## src/design/gsc_pkg.sv

```systemverilog
// Shared types and constants for the Gray sequence checker.
package gsc_pkg;

  // Code word and width register sizes
  localparam int CODE_W  = 10;
  localparam int WIDTH_W = 4;
  localparam logic [WIDTH_W-1:0] WIDTH_RESET = 4'd4;

  // Visited-map entries hold a sequence tag; zero never matches a live tag
  localparam int EPOCH_W = 8;
  localparam logic [EPOCH_W-1:0] EPOCH_FIRST = 8'd1;
  localparam logic [EPOCH_W-1:0] EPOCH_LAST  = 8'hFF;
  localparam logic [EPOCH_W-1:0] EPOCH_CLEAR = 8'd0;

  // Register map
  localparam int CFG_AW = 3;
  localparam int CFG_DW = 32;
  localparam logic REG_WIDTH_BITS = 1'b0;

  typedef logic [CODE_W-1:0] code_t;

  // True when a and b differ in exactly one bit
  function automatic logic one_bit_apart(input code_t a, input code_t b);
    code_t x;
    x = a ^ b;
    return (x != '0) && ((x & (x - code_t'(1))) == '0);
  endfunction

endpackage

```

## src/design/gsc_seq_check.sv

```systemverilog
// Checker pipeline: map lookup, per-word checks, sequence state and verdict.
module gsc_seq_check
  import gsc_pkg::*;
#(
  parameter int MAX_BITS = 10
) (
  input  logic               clk,
  input  logic               rst_n,
  input  logic [WIDTH_W-1:0] width_bits,
  input  logic               in_valid,
  output logic               in_ready,
  input  code_t              in_code,
  input  logic               in_last,
  output logic               out_valid,
  input  logic               out_ready,
  output logic               out_seq_valid,
  output logic               ram_we,
  output logic [MAX_BITS-1:0] ram_waddr,
  output logic [EPOCH_W-1:0] ram_wdata,
  output logic               ram_re,
  output logic [MAX_BITS-1:0] ram_raddr,
  input  logic [EPOCH_W-1:0] ram_rdata
);

  localparam int MAP_AW = MAX_BITS;
  localparam int CNT_W  = MAX_BITS + 1;

  // Stage 1 item and lookup side info
  logic                s1_valid_r;
  code_t               s1_code_r;
  logic                s1_last_r;
  logic [MAP_AW-1:0]   s1_idx_r;
  logic                fwd_hit_r;

  // Sequence state
  code_t               first_r;
  code_t               prev_r;
  logic [CNT_W-1:0]    count_r;
  logic                fault_r;
  logic [EPOCH_W-1:0]  epoch_r;

  // Clearing pass
  logic                clr_r;
  logic [MAP_AW-1:0]   clr_addr_r;

  // Result register
  logic                out_valid_r;
  logic                out_ok_r;

  logic                s1_fire;
  logic                wrap_now;
  logic                accept;
  logic [MAP_AW-1:0]   in_idx;
  logic                width_ok;
  logic                range_bad;
  logic                seen;
  logic                step_bad;
  logic                fault_nxt;
  logic [CNT_W-1:0]    count_nxt;
  code_t               first_nxt;
  logic                ok_nxt;

  assign in_idx   = MAP_AW'(in_code);
  assign s1_fire  = s1_valid_r && (!s1_last_r || !out_valid_r || out_ready);
  assign wrap_now = s1_valid_r && s1_last_r && (epoch_r == EPOCH_LAST);
  assign in_ready = !clr_r && (!s1_valid_r || s1_fire) && !wrap_now;
  assign accept   = in_valid && in_ready;

  // Map read on accept; data arrives with the item in stage 1
  assign ram_re    = accept;
  assign ram_raddr = in_idx;

  // Map write: sweep during clearing, else mark the word of this sequence
  always_comb begin
    if (clr_r) begin
      ram_we    = 1'b1;
      ram_waddr = clr_addr_r;
      ram_wdata = EPOCH_CLEAR;
    end else begin
      ram_we    = s1_fire;
      ram_waddr = s1_idx_r;
      ram_wdata = epoch_r;
    end
  end

  // Per-word checks
  assign width_ok  = (width_bits != '0) && (32'(width_bits) <= MAX_BITS);
  assign range_bad = (s1_code_r >> width_bits) != '0;
  assign seen      = fwd_hit_r || (ram_rdata == epoch_r);
  assign step_bad  = (count_r != '0) && !one_bit_apart(s1_code_r, prev_r);
  assign fault_nxt = fault_r || !width_ok || range_bad || seen || step_bad;
  assign count_nxt = (count_r == '1) ? count_r : count_r + CNT_W'(1);
  assign first_nxt = (count_r == '0) ? s1_code_r : first_r;

  // Verdict at the last word
  assign ok_nxt = !fault_nxt && width_ok && one_bit_apart(s1_code_r, first_nxt)
                  && (count_nxt == (CNT_W'(1) << width_bits));

  // Stage 1 register
  always_ff @(posedge clk) begin
    if (!rst_n) begin
      s1_valid_r <= 1'b0;
    end else if (accept) begin
      s1_valid_r <= 1'b1;
    end else if (s1_fire) begin
      s1_valid_r <= 1'b0;
    end
  end

  always_ff @(posedge clk) begin
    if (accept) begin
      s1_code_r <= in_code;
      s1_last_r <= in_last;
      s1_idx_r  <= in_idx;
      // Word leaving stage 1 now writes after this read: forward it
      fwd_hit_r <= s1_fire && !s1_last_r && (s1_idx_r == in_idx);
    end
  end

  // Sequence state, tag and clearing pass
  always_ff @(posedge clk) begin
    if (!rst_n) begin
      first_r    <= '0;
      prev_r     <= '0;
      count_r    <= '0;
      fault_r    <= 1'b0;
      epoch_r    <= EPOCH_FIRST;
      clr_r      <= 1'b1;
      clr_addr_r <= '0;
    end else begin
      if (clr_r) begin
        clr_addr_r <= clr_addr_r + MAP_AW'(1);
        if (clr_addr_r == '1) begin
          clr_r <= 1'b0;
        end
      end
      if (s1_fire) begin
        if (s1_last_r) begin
          first_r <= '0;
          prev_r  <= '0;
          count_r <= '0;
          fault_r <= 1'b0;
          if (epoch_r == EPOCH_LAST) begin
            epoch_r    <= EPOCH_FIRST;
            clr_r      <= 1'b1;
            clr_addr_r <= '0;
          end else begin
            epoch_r <= epoch_r + EPOCH_W'(1);
          end
        end else begin
          first_r <= first_nxt;
          prev_r  <= s1_code_r;
          count_r <= count_nxt;
          fault_r <= fault_nxt;
        end
      end
    end
  end

  // Output register
  always_ff @(posedge clk) begin
    if (!rst_n) begin
      out_valid_r <= 1'b0;
    end else if (s1_fire && s1_last_r) begin
      out_valid_r <= 1'b1;
    end else if (out_ready) begin
      out_valid_r <= 1'b0;
    end
  end

  always_ff @(posedge clk) begin
    if (s1_fire && s1_last_r) begin
      out_ok_r <= ok_nxt;
    end
  end

  assign out_valid     = out_valid_r;
  assign out_seq_valid = out_ok_r;

endmodule

```

## config.mk

```make
export PLATFORM = sky130hd
export DESIGN_NAME = gsc_seq_check
export DESIGN_NICKNAME = d
export VERILOG_FILES = /design/src/design/gsc_pkg.sv /design/src/design/gsc_seq_check.sv
export SDC_FILE = /design/constraint.sdc
export NUM_CORES = 1
export LEC_CHECK = 0
export BUFFER_PORTS_ARGS = -buffer_cell sky130_fd_sc_hd__buf_2
export CAP_MARGIN = 20
export CORE_ASPECT_RATIO = 0.75
export CORE_MARGIN = 4
export CORE_UTILIZATION = 52
export DETAILED_ROUTE_END_ITERATION = 10
export PLACE_DENSITY_LB_ADDON = 0.05
export RECOVER_POWER = 100
export SETUP_SLACK_MARGIN = 0.02
export SYNTH_ARGS = -nofsm -noshare
export SYNTH_HDL_FRONTEND = slang
export SYNTH_SLANG_ARGS = --single-unit
export TNS_END_PERCENT = 5
```

## constraint.sdc

```tcl
create_clock -name clk -period 2.05 [get_ports clk]
set_input_delay 0.1025 -clock clk [delete_from_list [all_inputs] [get_ports clk]]
set_output_delay 0.1025 -clock clk [all_outputs]
set_load 0.03 [all_outputs]
```

======== Yosys cells after proc, flatten, opt, wreduce, memory -nomap -nowiden ========
Index checks and enable logic that the tools add are counted.
operators by class
  equal/unequal tests ..................... 6
  muxes and demuxes ....................... 23
  shift-type cells ........................ 2
  add/subtract/negate cells ............... 5
  $lt $le $gt $ge ......................... 1
  bitwise logic cells ..................... 4
  reduce and logical (&&, ||, !) cells .... 43
operators with widths
  cell                                                                   count
  10-bit two-way mux                                                     8
  10-bit nonzero test                                                    3
  11-bit two-way mux                                                     2
  10-bit bitwise AND                                                     2
  10-bit logical NOT                                                     2
  10-bit by 1-bit subtractor with 10-bit output (second input constant)  2
  10-bit XOR                                                             2
  1-bit logical AND                                                      16
  8-bit two-way mux                                                      2
  11-bit by 1-bit adder with 11-bit output (second input constant)       1
  11-bit == test                                                         1
  11-bit == test (second input constant)                                 1
  11-bit logical NOT                                                     1
  1-bit two-way mux                                                      11
  11-bit nonzero test                                                    1
  1-bit by 4-bit left shift with 11-bit output (first input constant)    1
  10-bit by 1-bit adder with 10-bit output (second input constant)       1
  10-bit == test                                                         1
  10-bit == test (second input constant)                                 1
  10-bit by 4-bit >> shifter with 10-bit output                          1
  8-bit by 1-bit adder with 8-bit output (second input constant)         1
  8-bit == test                                                          1
  8-bit == test (second input constant)                                  1
  1-bit logical NOT                                                      8
  5 further kinds                                                        13
word-level totals
  output and inout bits ................... 33
  bits in registers ....................... 66

======== Longest topological paths before layout ========
Gate-level depths: netlist of run 1.
  depth in word-level cells ............... 12
  mapped depth ............................ 10

======== Worst setup path after synthesis of run 1 ========
Ideal clock, no wire load.
  kind .................................... register to register
  from .................................... reg epoch_r[0]
  to ...................................... reg fwd_hit_r (enable)
  period minus slack after synthesis ...... 2,411 ps
  stages on the path, launching flop included .. 7
  setup slack ............................. -361 ps
  buffers on the path ..................... 0
  data arrival time ....................... 2,031 ps
  cell sequence ........................... dfxtp_1 > ha_1 > and3_1 > nand3_1 > a21oi_1 > nor2_1 > and2_1
between the ends
  longest elaborated chain between the ends .. 5
RTL lines
  what                    line                  text
  from (decl)             gsc_seq_check.sv:40   logic [EPOCH_W-1:0] epoch_r;
  from (signal assigned)  gsc_seq_check.sv:148  epoch_r <= epoch_r + EPOCH_W'(1);
  8-bit == test           gsc_seq_check.sv:65   assign wrap_now = s1_valid_r && s1_last_r && (epoch_r == EPOCH_LAST);
  1-bit logical AND       gsc_seq_check.sv:65
  1-bit logical NOT       gsc_seq_check.sv:66   assign in_ready = !clr_r && (!s1_valid_r || s1_fire) && !wrap_now;
  1-bit logical AND       gsc_seq_check.sv:66
  named net in_ready      gsc_seq_check.sv:11   output logic in_ready,
  1-bit logical AND       gsc_seq_check.sv:67   assign accept = in_valid && in_ready;
  named net ram_re        gsc_seq_check.sv:20   output logic ram_re,
  to (signal assigned)    gsc_seq_check.sv:116  fwd_hit_r <= s1_fire && !s1_last_r && (s1_idx_r == in_idx);
  to (decl)               gsc_seq_check.sv:33   logic fwd_hit_r;
The timed path passes the listed nets, and every way through them passes these cells.
A chain may end at the register's enable or synchronous reset.

==> summary.md, run 1 <==
| Metric | Value |
|---|---|
| EDFF count, synth | 13 |
| Clock Skew | 0.00634 ns |
| Fmax | 443 MHz |
| Wire length per cell | roughly 17 um |
| LEAKAGE | 1.98 nW |
| Num CTS Buffers | 9 |
| Initial antenna violation count | 0 |
| Worst Hold Class | input pin to flip-flop |
| H-tree levels | 3 |
| Tot GR Track Use | 0.251 |
| Fin crit period | around 2.3 ns |
| Initial DRC Count | 313 |
| GPL Wtd Cong | 0.917 |
| DR vias/cell | 5.63 |
| Critical Path, Cell by Cell | buf_4, xnor2_1, xnor2_1, a21o_1, mux2i_1, nand3_1, a311o_1, nor4_2 |
| Initial Util | 0.533 |
| Max cap viols | 0 |
| Core Rows | 28 |
| Post-Place Cell Area | around 4900 um^2 |
| Synth warnings | 0 |
| Critical path peak fanout | 3 |
| Failing checks | negative setup slack |
| Via count | 4022 |
| Final Hold Vio Count | 0 |
| Crit-path most repeated cell | xnor2_1 |
| Routed WL | 11800 um |
| DRC | 0 |
| RSZ-0062 raised after global routing | true |
| Critical-path top delay cell | edfxtp_1 |
| Chip height | approximately 86 um |
| PortBufs | between 50 and 60 |
| CTS root buf | clkbuf_8 |
| CTS tree | done |
| Distinct cells, synth | 63 |
| Worst EP required | 2.22 ns |
| Async SR Flop Fraction | 0 |
| Yosys reg bits | 66 |
| Final #Nets | 635 |
| Core outline area | approximately 7900 um^2 |
| Die W | 112 um |
| Worst setup margin | -0.207 ns |
| Worst-Skew Late Latency | 0.35 ns |
| Dpl hpwl | 8380 um |
| First-pass GRT wire length | approximately 19000 um |
| IO Count | 60 |
| Max VDD drop | 514 uV |
| First-pass DRT Iterations | 7 |
| Slew Limit Fails | 0 |
| Mean Syn Cell Area | approximately 8.6 um^2 |
| Utilization after layout | 0.678 |
| Slew headroom | 0.615 |
| Number of global-route vias before repair | 3853 |
| Critical Path Sink Type | flip-flop |
| Die area | 9590 um^2 |
| Endpoints failing setup | 9 |
| Syn Nets | 521 |
| Pwr Density | between 400 and 500 nW/um^2 |
| CP startpoint kind | flip-flop |
| Total design power | 2.59 mW |
| Post-synthesis cell area | 4200 um^2 |
| P&R area growth vs syn | 27.4% |
| Share of cells above drive strength 1 | 0.264 |
| Seq/Total Area, Yosys | 0.346 |
| Worst setup path category | flip-flop to flip-flop |
| Hold slack | 0.0970 ns |
| Final Cycle Share | 1.10 |
| Setup TNS | -0.413 ns |
| Total gr overflow | 0 |
| Clock Sinks | 66 |
| Clock tree buffer depth | 2 |
| Mapped Cells | 490 |
| CP peak stage delay | about 0.45 ns |
| Yosys top cell area share | 0.253 |
| Clk pin slew, worst setup/hold paths | 0.07 ns |
| Finished Cell Area | 5350 um^2 |
| DRT antenna net count | 0 |
| Main synth FF type | dfxtp_1 |
| Largest cells by area after synthesis | dfxtp_1 (25%), edfxtp_1 (9.3%), xnor2_1 (7.9%), xor2_1 (4.8%), nor2b_1 (3.9%) |
| Ant diodes | 0 |
| Area leader, netlist | dfxtp_1 |
| Actual slew at the worst max-slew pin | roughly 0.58 ns |
| Largest net degree at the start of global routing | 28 |
| Status | complete, but fails checks |
| Critical Path AT | between 2 and 2.5 ns |
[flip-flops by register name (all words and copies together) (netlist names)]
register	flops
count_r	11
clr_addr_r	10
clr_r	1
out_seq_valid	1
first_r	10
epoch_r	8
fault_r	1
fwd_hit_r	1
s1_idx_r	10
prev_r	10
s1_valid_r	1
s1_last_r	1
out_valid	1
[through the flow]
step | instances | worst slack (ns)
finish | 714 | -0.207
global route | 714 | -0.266
CTS | 711 | -0.122
detailed placement | 680 | -0.316
global placement | 680 | -0.147
floorplan | 490 | 0.0181
[cell usage after synthesis, types with 5 or more instances]
library cell  instances
a21boi_0             14
a21oi_1              12
a22oi_1              13
and2_1                5
and3_1                5
buf_4                15
buf_6                 5
clkbuf_1             25
dfxtp_1              53
edfxtp_1             13
inv_1                 8
mux2_2                8
mux2i_1               6
nand2_1              36
nand2b_1              5
nand3_1              14
nand3b_1              8
nand4_1              21
nor2_1               39
nor2b_1              26
nor3_1               10
o21ai_0              16
or3_1                 5
xnor2_1              38
xor2_1               23
[final cells by class]
class | instances | area [um^2]
inverter | 9 | 33.8
fill | 669 | 2530
clock buffer | 9 | 124
clock inverter | 7 | 60.1
tap | 105 | 131
multi-input combinational | 367 | 2570
sequential | 66 | 1460
timing repair buffer | 151 | 961
[timing repair]
item                                   CTS  global route
buffers inserted                         4             3
setup endpoints to repair               13             4
gates resized for setup                 14            14
hold buffers                            11             0
pin swaps                                7             7
endpoints found under the hold margin   11             0
[cell families (layout without fill, tap and decap cells)]
| family | count (synthesis) | in the layout | synth area share |
|---|---|---|---|
| adders and majority gates | 7 | 7 | 0.0191 |
| AOI/OAI and AO/OA | 90 | 90 | 0.148 |
| muxes | 14 | 14 | 0.0358 |
| xor gates and xnor gates | 61 | 61 | 0.127 |
| DFF | 66 | 66 | 0.346 |
| buffers and inverters | 57 | 176 | 0.0742 |
| and+or+nand+nor | 195 | 195 | 0.251 |
[final timing paths]
path                            slack [ns]   startpoint  cells after the start       endpoint
worst max-delay path                 -0.21  s1_idx_r[6]                      8  out_seq_valid
worst min-delay path                   0.1        rst_n                      2     epoch_r[0]
worst max register to register       -0.21  s1_idx_r[6]                      8  out_seq_valid
worst min register to register        0.48    prev_r[5]                      2      prev_r[5]
[report_power, final]
group          internal [mW]  switching (mW)  total, mW  leakage, nW
sequential              1.32         0.00798       1.33        0.548
combinational         0.0866           0.119      0.205         1.34
clock                  0.546           0.509       1.06       0.0939
total                   1.96           0.636       2.59         1.98
[per-layer routing]
metal  vias to the layer above  track usage  part of all wire  wire, um
met1                      1897        0.350              0.47      5530
met2                       156        0.392              0.44      5260
li1                       1959            -                 -         -
met4                         0       0.0541            0.0082        97
met3                        10       0.0663             0.080       952
met5                         -            0                 0         0
[layout by cell type (no fill, tap or decap), drive strengths merged, types with 3 or more instances in the layout]
master and count:
o31ai 3, a41oi 3, maj3 3, ha 4, a22oi 13, and4 4
a21boi 14, and2 7, a21oi 12, dfxtp 53, inv 8, nand4 21
o21ai 18, mux2i 6, dlygate4sd3 11, nor2 39, a31oi 4, nor2b 26
o211ai 4, nor3 10, nand2 36, xor2 23, nand3b 8, clkinv 6
nor4 4, or3 5, xnor2 38, mux2 8, buf 96, and3 6
nand2b 5, clkbuf 53, nand3 14, edfxtp 13
[critical path: cells and delay by family (launching register included)]
kind                      cells  cell delay [ns]
buffers and inverters         1             0.18
xor gates and xnor gates      2             0.36
DFF                           1             0.45
and+or+nand+nor               2             0.36
AOI/OAI and AO/OA             2             0.59
muxes                         1             0.13
Power figures use the tool's default switching activity.
==> run 2: changes to the inputs <==
MAX_ROUTING_LAYER = met4   (was default)
SETUP_SLACK_MARGIN = 0.4   (was 0.02)
==> run 2 against run 1 <==
Compared with the run above:
- the flow still finishes with violations (negative setup slack)
- clock-buffer cell count unchanged
- design area is 3.5% higher
- combinational power up 3%
- highest routed layer unchanged
==> summary.md, run 2 (synthesis gave the netlist of run 1 again) <==
| Metric | Value |
|---|---|
| Status | complete, but fails checks |
| Failing checks | negative setup slack |
| First-pass GRT wire length | 20200 um |
| P&R area growth vs syn | 31.8% |
| H-tree levels | 3 |
| Clock tree buffer depth | 2 |
| Largest net degree at the start of global routing | 29 |
| Placement Setup Slack | -0.176 ns |
| Critical Path AT | 2.44 ns |
| Sw Share | 0.252 |
| Fin crit period | 2.24 ns |
| Filler Cell Count | 687 |
| DRC | 0 |
| Fmax | about 450 MHz |
| Crit-path most repeated cell | buf_4 |
| Sequential Power Share | 0.474 |
| Clock Skew | 0.00971 ns |
| Share of cells above drive strength 1 | 0.273 |
| Die W | 112 um |
| CTS root buf | clkbuf_8 |
| Critical Path Sink Type | flip-flop |
| Core Rows | 28 |
| Number of global-route vias before repair | approximately 4000 |
| Wire length per cell | 17.7 um |
| Num CTS Buffers | 9 |
| Final #Nets | 633 |
| Worst Hold Class | input pin to flip-flop |
| Final cell count without fillers | 712 |
| CTS tree | done |
| Critical path peak fanout | 4 |
| Endpoints failing setup | 4 |
| Dpl hpwl | roughly 8700 um |
| Initial Util | 0.533 |
| Clk pin slew, worst setup/hold paths | 0.08 ns |
| Initial antenna violation count | 0 |
| Worst-Skew Late Latency | approximately 0.36 ns |
| Worst setup margin | -0.191 ns |
| Via count | between 4000 and 5000 |
| Worst setup path category | flip-flop to flip-flop |
| Total gr overflow | 0 |
| NetSw | just over 700 uW |
| Int Power | between 2 and 2.5 mW |
| Core outline area | 7880 um^2 |
| Max VDD drop | 351 uV |
| CP bufs+invs | 3 |
| Routed WL | 12600 um |
| Max cap viols | 0 |
| Final Cycle Share | 1.09 |
| PortBufs | 59 |
| Die area | between 9000 and 10000 um^2 |
| Commonest non-fill, non-tap cells in the layout | buf_4 (59), dfxtp_1 (47), clkbuf_1 (37), nand2_1 (35), xnor2_1 (35) |
| GPL Wtd Cong | between 0.8 and 0.9 |
| DRT antenna net count | 0 |
| Clock Sinks | 66 |
| First-pass DRT Iterations | 7 |
| IO Count | 60 |
| Actual slew at the worst max-slew pin | just over 0.9 ns |
| CP startpoint kind | flip-flop |
| Initial DRC Count | 300 |
| DR vias/cell | 5.71 |
| Tot GR Track Use | 0.273 |
| Top cell family by delay on the critical path | simple AND/OR/NAND/NOR gates |
| Final Hold Vio Count | 0 |
| CP peak stage delay | 0.52 ns |
| Slew headroom | 0.384 |
| Ant diodes | 0 |
| LEAKAGE | roughly 2 nW |
| Part of the power in combinational logic | 0.075 |
| Slew Limit Fails | 0 |
| Critical Path, Cell by Cell | buf_6, xnor2_4, and3_4, buf_4, nand4_1, o31ai_1, o21ai_0, buf_4, nor4_4 |
| Largest Register | count_r |
| Pwr Density | 508 nW/um^2 |
| Chip height | approximately 86 um |
| Max FFs per register | 11 |
| Clock Power Share | 0.451 |
| RSZ-0062 raised after global routing | true |
| Cells after DPL | 678 |
| Worst EP required | 2.25 ns |
| Critical-path top delay cell | edfxtp_1 |
| Commonest non-fill, non-tap cell in the layout | buf_4 |
run 2: cell types whose count changed in the layout (fill, tap and decap cells not counted), sizes merged:
cell	before	now
bufinv	1	2
dlymetal6s2s	0	1
inv	8	10
buf	96	95
clkbuf	53	51
clkinvlp	1	3
clkinv	6	1
run 2: final cells by class:
cell class,count,area (um^2),area share
tap,105,131,0.0237
clock inverter,7,101,0.0183
inverter,9,35.0,0.00633
multi-input combinational,367,2630,0.475
clock buffer,9,124,0.0224
timing repair buffer,149,1050,0.191
sequential,66,1460,0.264
run 2: power by group through the flow:
stage | registers [mW] | logic, mW | clock network [mW]
floorplan | 1.36 | 0.137 | 0
global placement | 1.36 | 0.189 | 0
detailed placement | 1.36 | 0.193 | 0
CTS | 1.33 | 0.212 | 1.29
global route | 1.33 | 0.226 | 1.36
finish | 1.33 | 0.211 | 1.27
run 2: per-stage QoR:
step	setup TNS, ns	total power, mW	hold slack [ns]	utilization	cell area [um^2]
2_1_floorplan	0	1.50	0.201	-	4250
3_3_place_gp	-0.0798	1.55	0.283	0.629	4950
3_5_place_dp	-0.228	1.55	0.289	0.629	4950
4_1_cts	-0.140	2.83	0.0129	0.703	5540
5_1_grt	-1.97	2.92	0.0273	0.702	5540
6_report	-0.539	2.81	0.0203	0.702	5540
run 2: final timing paths:
| path | from | endpoint | slack (ns) | cells after the start |
|---|---|---|---|---|
| max | s1_idx_r[1] | out_seq_valid | -0.19 | 9 |
| min | rst_n | epoch_r[0] | 0.02 | 2 |
| max reg2reg | s1_idx_r[1] | out_seq_valid | -0.19 | 9 |
| min reg2reg | prev_r[7] | prev_r[7] | 0.48 | 2 |
run 2: routing by layer:
layer  global-route usage  vias to the layer above  part of all wire
met5                    -                        -                 0
met4               0.0740                        0             0.013
met3               0.0649                       19             0.074
met2                0.414                      153              0.45
met1                0.368                     1932              0.46
li1                     -                     1958                 -
run 2: what timing repair did:
item,in CTS,in global routing
hold buffers,11,0
setup endpoints to repair,54,42
pin swaps,28,25
hold endpoints to repair,11,0
resized for setup,58,28
setup buffers,6,1
